[config.mk]
export PLATFORM = sky130hd
export DESIGN_NAME = unique_value_stack_with_search
export DESIGN_NICKNAME = d
export VERILOG_FILES = /design/src/rtl/uvs_pkg.sv /design/src/rtl/uvs_ram.sv /design/src/rtl/unique_value_stack_with_search.sv
export SDC_FILE = /design/constraint.sdc
export NUM_CORES = 2
export LEC_CHECK = 0
export BUFFER_PORTS_ARGS = -buffer_cell sky130_fd_sc_hd__buf_2
export CAP_MARGIN = 20
export CORE_MARGIN = 2
export CORE_UTILIZATION = 55
export CTS_BUF_LIST = sky130_fd_sc_hd__clkbuf_4
export DETAILED_ROUTE_END_ITERATION = 10
export GPL_ROUTABILITY_DRIVEN = 0
export PLACE_DENSITY_LB_ADDON = 0.15
export SLEW_MARGIN = 15
export SYNTH_ARGS = -nofsm -noshare
export SYNTH_HDL_FRONTEND = slang
export SYNTH_SLANG_ARGS = --single-unit
[constraint.sdc]
create_clock -name aclk -period 4.4 [get_ports aclk]
set_clock_uncertainty 0.15 [all_clocks]
set_input_delay 0.44 -clock aclk [delete_from_list [all_inputs] [get_ports aclk]]
set_output_delay 0.44 -clock aclk [all_outputs]
set_load 0.1 [all_outputs]
[src/rtl/uvs_pkg.sv]
// uvs_pkg: shared codes and field widths of the unique value stack
`timescale 1ns / 1ps

package uvs_pkg;

    // default number of stored entries
    localparam int UVS_DEPTH_DEF = 64;

    // fixed field widths
    localparam int REQ_W   = 3;
    localparam int VAL_W   = 32;
    localparam int STAT_W  = 3;
    localparam int POS_W   = 6;
    localparam int CNT_W   = 7;
    localparam int S_DATA_W = 2 * VAL_W;
    localparam int M_DATA_W = 16;

    // request kinds
    localparam logic [REQ_W-1:0] REQ_PUSH   = 3'd0;
    localparam logic [REQ_W-1:0] REQ_POP    = 3'd1;
    localparam logic [REQ_W-1:0] REQ_UPDATE = 3'd2;
    localparam logic [REQ_W-1:0] REQ_FIND   = 3'd3;
    localparam logic [REQ_W-1:0] REQ_CLEAR  = 3'd4;

    // result status codes
    localparam logic [STAT_W-1:0] ST_OK       = 3'd0;
    localparam logic [STAT_W-1:0] ST_DUP      = 3'd1;
    localparam logic [STAT_W-1:0] ST_EMPTY    = 3'd2;
    localparam logic [STAT_W-1:0] ST_NOTFOUND = 3'd3;
    localparam logic [STAT_W-1:0] ST_FULL     = 3'd4;

    typedef logic [REQ_W-1:0]  req_t;
    typedef logic [VAL_W-1:0]  val_t;
    typedef logic [STAT_W-1:0] stat_t;

endpackage

[src/rtl/uvs_ram.sv]
// uvs_ram: generic single write port, single read port ram with registered read
`timescale 1ns / 1ps

module uvs_ram #(
    parameter int WIDTH = 32,
    parameter int DEPTH = 64
) (
    input  logic                                 aclk,
    input  logic                                 wr_en,
    input  logic [(DEPTH > 1 ? $clog2(DEPTH) : 1)-1:0] wr_addr,
    input  logic [WIDTH-1:0]                     wr_data,
    input  logic [(DEPTH > 1 ? $clog2(DEPTH) : 1)-1:0] rd_addr,
    output logic [WIDTH-1:0]                     rd_data
);

    logic [WIDTH-1:0] mem_reg [DEPTH];

    always_ff @(posedge aclk) begin
        if (wr_en) begin
            mem_reg[wr_addr] <= wr_data;
        end
        rd_data <= mem_reg[rd_addr];
    end

endmodule

[src/rtl/unique_value_stack_with_search.sv]
// unique_value_stack_with_search: bounded newest-first value store with push, pop, update, find
// The store keeps up to DEPTH signed 32-bit values in a ram with separate read and write
// ports, newest first, and takes one request at a time. Push, update and find scan the
// stored entries from the head one ram read per cycle through a single comparator; the
// scan stops at the first match. Such a request holds s_tready low through the scan and
// through the final step that updates the store and loads the result. Pop, clear and
// unused request codes, and requests to an empty store, skip the scan. The result beat
// sits in an output register: a new request is taken while it waits, and only the final
// step of the next request waits for it to leave. No clearing pass is needed after reset.
`timescale 1ns / 1ps

module unique_value_stack_with_search #(
    parameter int DEPTH = uvs_pkg::UVS_DEPTH_DEF
) (
    input  logic                          aclk,
    input  logic                          aresetn,
    input  logic                          s_tvalid,
    output logic                          s_tready,
    input  logic [uvs_pkg::S_DATA_W-1:0]  s_tdata,  // key_value[31:0], replacement[63:32]
    input  logic [uvs_pkg::REQ_W-1:0]     s_tuser,  // req_type[2:0]
    output logic                          m_tvalid,
    input  logic                          m_tready,
    output logic [uvs_pkg::M_DATA_W-1:0]  m_tdata   // status[2:0], found_position[8:3],
                                                    // entry_count[15:9]
);

    import uvs_pkg::*;

    localparam int AW = (DEPTH > 1) ? $clog2(DEPTH) : 1;
    localparam int CW = $clog2(DEPTH + 1);

    localparam logic [1:0] S_IDLE   = 2'd0;
    localparam logic [1:0] S_SEARCH = 2'd1;
    localparam logic [1:0] S_FINISH = 2'd2;

    logic [1:0]    state_reg, state_next;
    logic [CW-1:0] count_reg, count_next;
    req_t          req_reg, req_next;
    val_t          key_reg, key_next;
    val_t          repl_reg, repl_next;
    logic [AW-1:0] scan_reg, scan_next;
    logic [AW-1:0] rd_slot_reg, rd_slot_next;
    logic          rd_valid_reg, rd_valid_next;
    logic          found_reg, found_next;
    logic [AW-1:0] match_slot_reg, match_slot_next;
    logic          m_valid_reg, m_valid_next;
    logic [M_DATA_W-1:0] m_data_reg, m_data_next;

    logic          wr_en;
    logic [AW-1:0] wr_addr;
    val_t          wr_data;
    val_t          rd_data;

    logic          accept;
    logic          out_free;
    logic          hit;
    logic          full;
    stat_t         status;
    logic [CW-1:0] pos_full;
    logic [POS_W-1:0] pos;

    uvs_ram #(
        .WIDTH (VAL_W),
        .DEPTH (DEPTH)
    ) u_store (
        .aclk    (aclk),
        .wr_en   (wr_en),
        .wr_addr (wr_addr),
        .wr_data (wr_data),
        .rd_addr (scan_reg),
        .rd_data (rd_data)
    );

    assign s_tready = (state_reg == S_IDLE);
    assign m_tvalid = m_valid_reg;
    assign m_tdata  = m_data_reg;
    assign accept   = s_tvalid && s_tready;
    assign out_free = !m_valid_reg || m_tready;
    assign hit      = rd_valid_reg && (rd_data == key_reg);
    assign full     = (count_reg == CW'(DEPTH));
    assign pos_full = count_reg - CW'(1) - CW'(match_slot_reg);

    always_comb begin
        state_next      = state_reg;
        count_next      = count_reg;
        req_next        = req_reg;
        key_next        = key_reg;
        repl_next       = repl_reg;
        scan_next       = scan_reg;
        rd_slot_next    = rd_slot_reg;
        rd_valid_next   = 1'b0;
        found_next      = found_reg;
        match_slot_next = match_slot_reg;
        m_valid_next    = m_valid_reg && !m_tready;
        m_data_next     = m_data_reg;
        wr_en           = 1'b0;
        wr_addr         = count_reg[AW-1:0];
        wr_data         = key_reg;
        status          = ST_OK;
        pos             = '0;

        case (state_reg)
            S_IDLE: begin
                if (accept) begin
                    req_next   = s_tuser;
                    key_next   = s_tdata[VAL_W-1:0];
                    repl_next  = s_tdata[2*VAL_W-1:VAL_W];
                    found_next = 1'b0;
                    scan_next  = AW'(count_reg - CW'(1));
                    // only push, update and find scan, and only a non-empty store
                    if ((s_tuser == REQ_PUSH || s_tuser == REQ_UPDATE ||
                         s_tuser == REQ_FIND) && count_reg != '0) begin
                        state_next = S_SEARCH;
                    end else begin
                        state_next = S_FINISH;
                    end
                end
            end
            S_SEARCH: begin
                // address scan_reg goes out now, data of rd_slot_reg comes back now
                rd_slot_next = scan_reg;
                scan_next    = scan_reg - AW'(1);
                if (hit || (rd_valid_reg && rd_slot_reg == '0)) begin
                    found_next      = hit;
                    match_slot_next = rd_slot_reg;
                    state_next      = S_FINISH;
                end else begin
                    rd_valid_next = 1'b1;
                end
            end
            S_FINISH: begin
                if (out_free) begin
                    case (req_reg)
                        REQ_PUSH: begin
                            if (found_reg) begin
                                status = ST_DUP;
                            end else if (full) begin
                                status = ST_FULL;
                            end else begin
                                wr_en      = 1'b1;
                                count_next = count_reg + CW'(1);
                            end
                        end
                        REQ_POP: begin
                            if (count_reg == '0) begin
                                status = ST_EMPTY;
                            end else begin
                                count_next = count_reg - CW'(1);
                            end
                        end
                        REQ_UPDATE: begin
                            wr_addr = match_slot_reg;
                            wr_data = repl_reg;
                            if (found_reg) begin
                                wr_en = 1'b1;
                            end else begin
                                status = ST_NOTFOUND;
                            end
                        end
                        REQ_FIND: begin
                            if (found_reg) begin
                                pos = POS_W'(pos_full);
                            end else begin
                                status = ST_NOTFOUND;
                            end
                        end
                        REQ_CLEAR: begin
                            count_next = '0;
                        end
                        default: begin
                        end
                    endcase
                    m_valid_next = 1'b1;
                    m_data_next  = {CNT_W'(count_next), pos, status};
                    state_next   = S_IDLE;
                end
            end
            default: begin
                state_next = S_IDLE;
            end
        endcase
    end

    always_ff @(posedge aclk) begin
        if (!aresetn) begin
            state_reg    <= S_IDLE;
            count_reg    <= '0;
            rd_valid_reg <= 1'b0;
            found_reg    <= 1'b0;
            m_valid_reg  <= 1'b0;
        end else begin
            state_reg    <= state_next;
            count_reg    <= count_next;
            rd_valid_reg <= rd_valid_next;
            found_reg    <= found_next;
            m_valid_reg  <= m_valid_next;
        end
    end

    always_ff @(posedge aclk) begin
        req_reg        <= req_next;
        key_reg        <= key_next;
        repl_reg       <= repl_next;
        scan_reg       <= scan_next;
        rd_slot_reg    <= rd_slot_next;
        match_slot_reg <= match_slot_next;
        m_data_reg     <= m_data_next;
    end

    // store never holds more than DEPTH entries
    assert property (@(posedge aclk) disable iff (!aresetn)
        count_reg <= CW'(DEPTH))
        else $error("entry count above depth");

    // a beat is taken only once per request
    assert property (@(posedge aclk) disable iff (!aresetn)
        accept |=> !s_tready)
        else $error("request taken while busy");

    // a waiting result reports the current entry count
    assert property (@(posedge aclk) disable iff (!aresetn)
        m_valid_reg |-> (m_data_reg[M_DATA_W-1:POS_W+STAT_W] == CNT_W'(count_reg)))
        else $error("result count out of step with store");

    // a nonzero position only comes with an ok status
    assert property (@(posedge aclk) disable iff (!aresetn)
        (m_valid_reg && m_data_reg[POS_W+STAT_W-1:STAT_W] != '0) |->
            (m_data_reg[STAT_W-1:0] == ST_OK))
        else $error("position given with error status");

endmodule

# Word-level counts from Yosys, hierarchy flattened
# Memories as Yosys holds them, arrays and structs flattened. A register that Yosys moved wholly into a read port is not among the register bits.
# Cells that the tools add are included.
[word_totals]
elab_cells = 94
reg_bits = 113
output_inout_bits = 18
ram_bits = 2048
mem_count = 1
[mem_list]
columns = ["memory", "words", "word_bits", "read_ports", "rd_ports_with_merged_regs", "write_ports", "line_no", "text"]
rows = [
  ["u_store.mem_reg", 64, 32, 1, 1, 1, "uvs_ram.sv:16", "logic [WIDTH-1:0] mem_reg [DEPTH];"],
]
[op_classes]
n_reduce_logical = 27
add_sub_neg = 4
mux = 36
eq_ne = 13
[op_table]
columns = ["cell", "n"]
rows = [
  ["$mux W32", 3],
  ["$eq A32 B32 Y1", 1],
  ["$mux W6", 4],
  ["$mux W7", 3],
  ["$pmux W7 S3", 1],
  ["$eq A3 B2 Y1 const B", 4],
  ["$mux W1", 12],
  ["$mux W2", 6],
  ["$pmux W6 S2", 1],
  ["$reduce_and A2 Y1", 6],
  ["$pmux W3 S3", 1],
  ["$add A7 B1 Y7 const B", 1],
  ["$eq A7 B7 Y1 const B", 1],
  ["$logic_not A7 Y1", 1],
  ["$reduce_bool A7 Y1", 1],
  ["$sub A7 B1 Y7 const B", 1],
  ["$logic_not A3 Y1", 2],
  ["$logic_not A6 Y1", 1],
  ["$mux W3", 2],
  ["$pmux W2 S3", 1],
  ["$reduce_and A3 Y1", 2],
  ["$sub A6 B1 Y6 const B", 1],
  ["$sub A6 B6 Y6", 1],
  ["$logic_and A1 B1 Y1", 5],
  ["12 further kinds", 18],
]

# Depth between registers and ports, before layout
[depth]
depth_word = 8
depth_mapped = 10

# Cells and area by module
# Synthesis repeated with hierarchy kept, for this count alone.
[hier_totals]
hier_cells = 3747
area_unflattened_um2 = 83998.1
[modules_own_cells]
columns = ["mod", "area_per_inst_um2", "cells_each", "instances"]
rows = [
  ["uvs_ram", 78515.3, 3324, 1],
  ["unique_value_stack_with_search", 5482.8, 423, 1],
]

# Worst setup path before layout
# No wires, ideal clock.
[synth_path]
path_kind = "reg2reg"
start = "register m_valid_reg, in the netlist m_tvalid"
end = "memory u_store.mem_reg[47][0], enable pin"
path_slack_ns = 0.285
path_buffers = 2
t_arrival_ns = 3.544
path_stages_with_launch = 8
cell_sequence = "dfxtp_1 > nor2b_1 > nand4bb_1 > buf_2 > buf_2 > mux2i_1 > nand2_1 > nor2_1"
[synth_between]
elab_chain_len = 6
word_cells_on_any_way = 8
cone_classes = "6 x mux; 2 x reduce/logical"
[synth_lines]
columns = ["element", "line_no", "text"]
rows = [
  ["from (decl)", "unique_value_stack_with_search.sv:46", "logic m_valid_reg, m_valid_next;"],
  ["from (signal assigned)", "unique_value_stack_with_search.sv:196", "m_valid_reg <= m_valid_next;"],
  ["$logic_not A1 Y1 (*)", "unique_value_stack_with_search.sv:78", "assign out_free = !m_valid_reg || m_tready;"],
  ["$logic_or A1 B1 Y1 (*)", "unique_value_stack_with_search.sv:78", ""],
  ["$mux W1", "unique_value_stack_with_search.sv:132", "if (out_free) begin"],
  ["$mux W1", "unique_value_stack_with_search.sv:102", "case (state_reg)"],
  ["$mux W1", "uvs_ram.sv:19", "if (wr_en) begin"],
  ["$mux W1 (not written as such)", "uvs_ram.sv:20", "mem_reg[wr_addr] <= wr_data;"],
  ["to (decl)", "uvs_ram.sv:16", ""],
]
# Mark *: on every way between the ends. The rest lies on a longest branch, timed or not.

# Worst setup path in the final report
[layout_path]
start = "register count_reg[0]"
end = "memory u_store.mem_reg[52][23], enable pin"
[layout_between]
elab_chain_len = 8
word_cells_on_any_way = 11
cone_classes = "1 x eq/ne; 10 x mux"
[layout_lines]
columns = ["element", "line_no", "text"]
rows = [
  ["from (decl)", "unique_value_stack_with_search.sv:37", "logic [CW-1:0] count_reg, count_next;"],
  ["from (signal assigned)", "unique_value_stack_with_search.sv:193", "count_reg <= count_next;"],
  ["$eq A7 B7 Y1", "unique_value_stack_with_search.sv:80", "assign full = (count_reg == CW'(DEPTH));"],
  ["$mux W1", "unique_value_stack_with_search.sv:137", "end else if (full) begin"],
  ["$mux W1", "unique_value_stack_with_search.sv:135", "if (found_reg) begin"],
  ["$pmux W1 S2", "unique_value_stack_with_search.sv:133", "case (req_reg)"],
  ["$mux W1", "unique_value_stack_with_search.sv:132", ""],
  ["$mux W1", "unique_value_stack_with_search.sv:102", ""],
  ["$mux W1", "uvs_ram.sv:19", ""],
  ["$mux W1 (not written as such)", "uvs_ram.sv:20", ""],
]
# Parallel ways exist; a longest one is shown, timed or not.

==> flow_summary.toml <==
[outcome]
status = "complete, no violations"

[critical_path]
reg2reg_depth = 8
cp-end-kind = "flip-flop"
cp_cell_sequence = "inv_1 -> ha_1 -> nor3b_1 -> a311oi_1 -> o211a_1 -> nand2_1 -> nor2_4 -> buf_4"
setup.worst_path.end = "u_store.mem_reg[52][23]"
critical_path_class = "reg -> reg"
critPathArrivalTime_ns = 4.81
critPathLaunch = "count_reg[0]"
cpMaxStageDelayCell = "nor2_4"
cp_max_fo = 18
r2r_start = "count_reg[0]"
critPathMaxStageDelay_ns = 0.85
reg2reg_to = "u_store.mem_reg[52][23]"
cp-start-kind = "flip-flop"
reg2reg_slack_ns = 0.42
critPathRequiredTime_ns = 5.23

[global_route]
gr-total-overflow = 0
first_global_vias = 44600
grt_pass1_wl_mm = 311
antenna_found_initial = 6
grt_max_degree = 69
grt_usage_pct = 28.1

[sta]
finalSetupTns_ns = 0
finalHoldViolCount = 0
fmax_ghz = 0.251
period_minus_slack_ns = 3.98
slew_viol_final = 0
finalSetupViolCount = 0
tightest_slew_ns = 1.14
period_share_pct = 90.5
relSlewSlack_pct = 23.7
rsz0062_at_grt = "no"

[synthesis]
synth_ff_type = "edfxtp_1"
netlist_top_cells_count = "edfxtp_1 (2149), mux4_2 (500), nor2_1 (127), nand2_1 (119), mux2i_1 (117)"
yosysUniqueCellTypes = 68
ys_warn_count = 0
yosys-mux-area-fraction_pct = 15.3
ys_seq_area_share_pct = 78.0
synth_area_mm2 = 0.0839
synth_area_leaders = "edfxtp_1 (77%), mux4_2 (13%), mux2i_1 (1.4%), dfxtp_1 (1.1%), a22oi_1 (0.69%)"
synth_adder_area_share_pct = 0.143
synth_top_family_by_area = "multiplexers"
synthXorXnorAreaFrac_pct = 0.476
netlist.area_leader.share_pct = 77.0
synth_seq_cells = 2193
syn_nets = 3892
synthArstFlopShare_pct = 0
yosysMostFrequentCell = "edfxtp_1"
synth_compound_area_share_pct = 3.04
yosysTopAreaCell = "edfxtp_1"
yosys.area_share.simple_pct = 1.67
synth_edf_count = 2149
avgSynthCellArea_um2 = 22.0
synthCells = 3812

[pwr]
pwr-share-clk_pct = 35.5
p_sw_uw = 12300
intPower_uw = 34500
powerDensity_mw_per_mm2 = 484
combinationalPowerShare_pct = 13.6
total_power_uw = 46800
seq_power_share_pct = 50.9
ir_drop_uv = 353
power_switching_share_pct = 26.3
p_leak_uw = 0.0322

[placement]
place_inst = 5932
postPlaceCellArea_mm2 = 0.0886
io_buffer_count = 88
dp_hpwl_mm = 122

[floorplan]
core_region_area_mm2 = 0.152
die_height_um = 394
rows = 143
start_util_pct = 55.3
die-width_um = 394
die_area_mm2 = 0.156
ios = 89

[drt]
totalWireLength_mm = 217
num_vias = 43400
drt_iter0_markers = 5055
post_drt_wl_per_cell_um = 30.9
drcViolationCount = 0
vias_per_cell = 6.19
ant_nets = 0
first_pass_iters = 5

[final_layout]
drive_above_1_share_pct = 35.6
fin_util_pct = 63.7
finalNonFillerCells = 7013
syn_to_final_growth_pct = 15.3
nets = 4694
stdcell_area_mm2 = 0.0967
largest_reg_flops = 2048

[clock_network]
cts_max_level = 6
cts_setup_buffers = 0
cts_resized = 0
cts-root-buf = "clkbuf_4"
clkSinkCount = 2193
clockBufferDepth = 4
cts_hold_buf = 140
clk_latency_ns = 1.31
cts_tree = "yes"
cts.clk_slew.worst_paths_ns = 0.07
cts_buffers = 569

[worst_hold_path]
hold_class = "in -> reg"
min_from = "s_tuser[1]"

[run]
cap_viol_max_count = 0
stage by stage:
step | setup slack (ns) | hold WS, ns
global route | 0.296 | 0.101
global placement | 0.616 | 0.286
floorplan | 0.285 | 0.271
detailed placement | 0.537 | 0.295
finish | 0.416 | 0.144
CTS | 0.500 | 0.00679
logic make-up after synthesis:
family	after synthesis
AO/OA/AOI/OAI	369
XOR/XNOR	44
adder cells (fa/ha/maj)	9
buffers and inverters	227
flip-flops	2193
multiplexers	652
AND/OR/NAND/NOR	318
worst max-delay path: cells and delay by family, from the launching register on:
kind	cells	cell delay, ns
AOI/OAI and AO/OA	2	0.61
adders and majority gates	1	0.29
buffers and inverters	2	0.42
DFF	1	0.53
and+or+nand+nor	3	1.66
power by group through the flow:
stage / logic, µW / registers [µW] / clock network [µW]
2_1_floorplan: 3540 / 24200 / 0
3_3_place_gp: 6180 / 24300 / 0
3_5_place_dp: 6240 / 24300 / 0
4_1_cts: 6350 / 23800 / 16900
5_1_grt: 6650 / 23800 / 18000
6_report: 6360 / 23800 / 16600
routing by layer:
layer | wire, µm | GRT usage (%)
met5 | 0 | 0
met3 | 17900 | 5.97
met2 | 106000 | 44.6
met1 | 85300 | 39.0
met4 | 6820 | 10.6
how the worst min path moves through the flow:
stage / endpoint / slack, ns / depth (start not counted)
final: state_reg[0] / 0.14 / 5
after CTS: state_reg[0] / 0.007 / 5
after global placement: match_slot_reg[5] / 0.29 / 0
after floorplan: rd_slot_reg[1] / 0.27 / 0
after detailed placement: match_slot_reg[5] / 0.30 / 0
after global routing: scan_reg[0] / 0.10 / 4
cell usage in the layout (no fill, tap or decap), drive strengths merged, types with 15 or more instances in the layout:
| master | netlist | final |
|---|---|---|
| a211oi | 29 | 29 |
| a21oi | 50 | 50 |
| a221oi | 58 | 58 |
| a22oi | 77 | 77 |
| a31oi | 16 | 16 |
| buf | 119 | 299 |
| clkbuf | 89 | 817 |
| clkinv | 1 | 92 |
| dfxtp | 44 | 44 |
| diode | 0 | 15 |
| dlygate4sd3 | 0 | 140 |
| edfxtp | 2149 | 2149 |
| inv | 18 | 30 |
| mux2 | 35 | 35 |
| mux2i | 117 | 117 |
| mux4 | 500 | 500 |
| nand2 | 119 | 119 |
| nand2b | 15 | 15 |
| nor2 | 128 | 128 |
| o21ai | 70 | 70 |
| o22ai | 26 | 26 |
| xnor2 | 30 | 30 |
layout make-up:
cell class | instances | area (µm²)
flip-flops and latches | 2193 | 65400
fillers | 10400 | 55000
multi-input cells | 1392 | 17800
clock buffers | 817 | 6130
repair buffers | 439 | 4150
well taps | 2030 | 2540
clock inverters | 108 | 529
inverters | 19 | 71.3
diodes | 15 | 37.5
No activity file was read; power rests on OpenSTA's default activity.
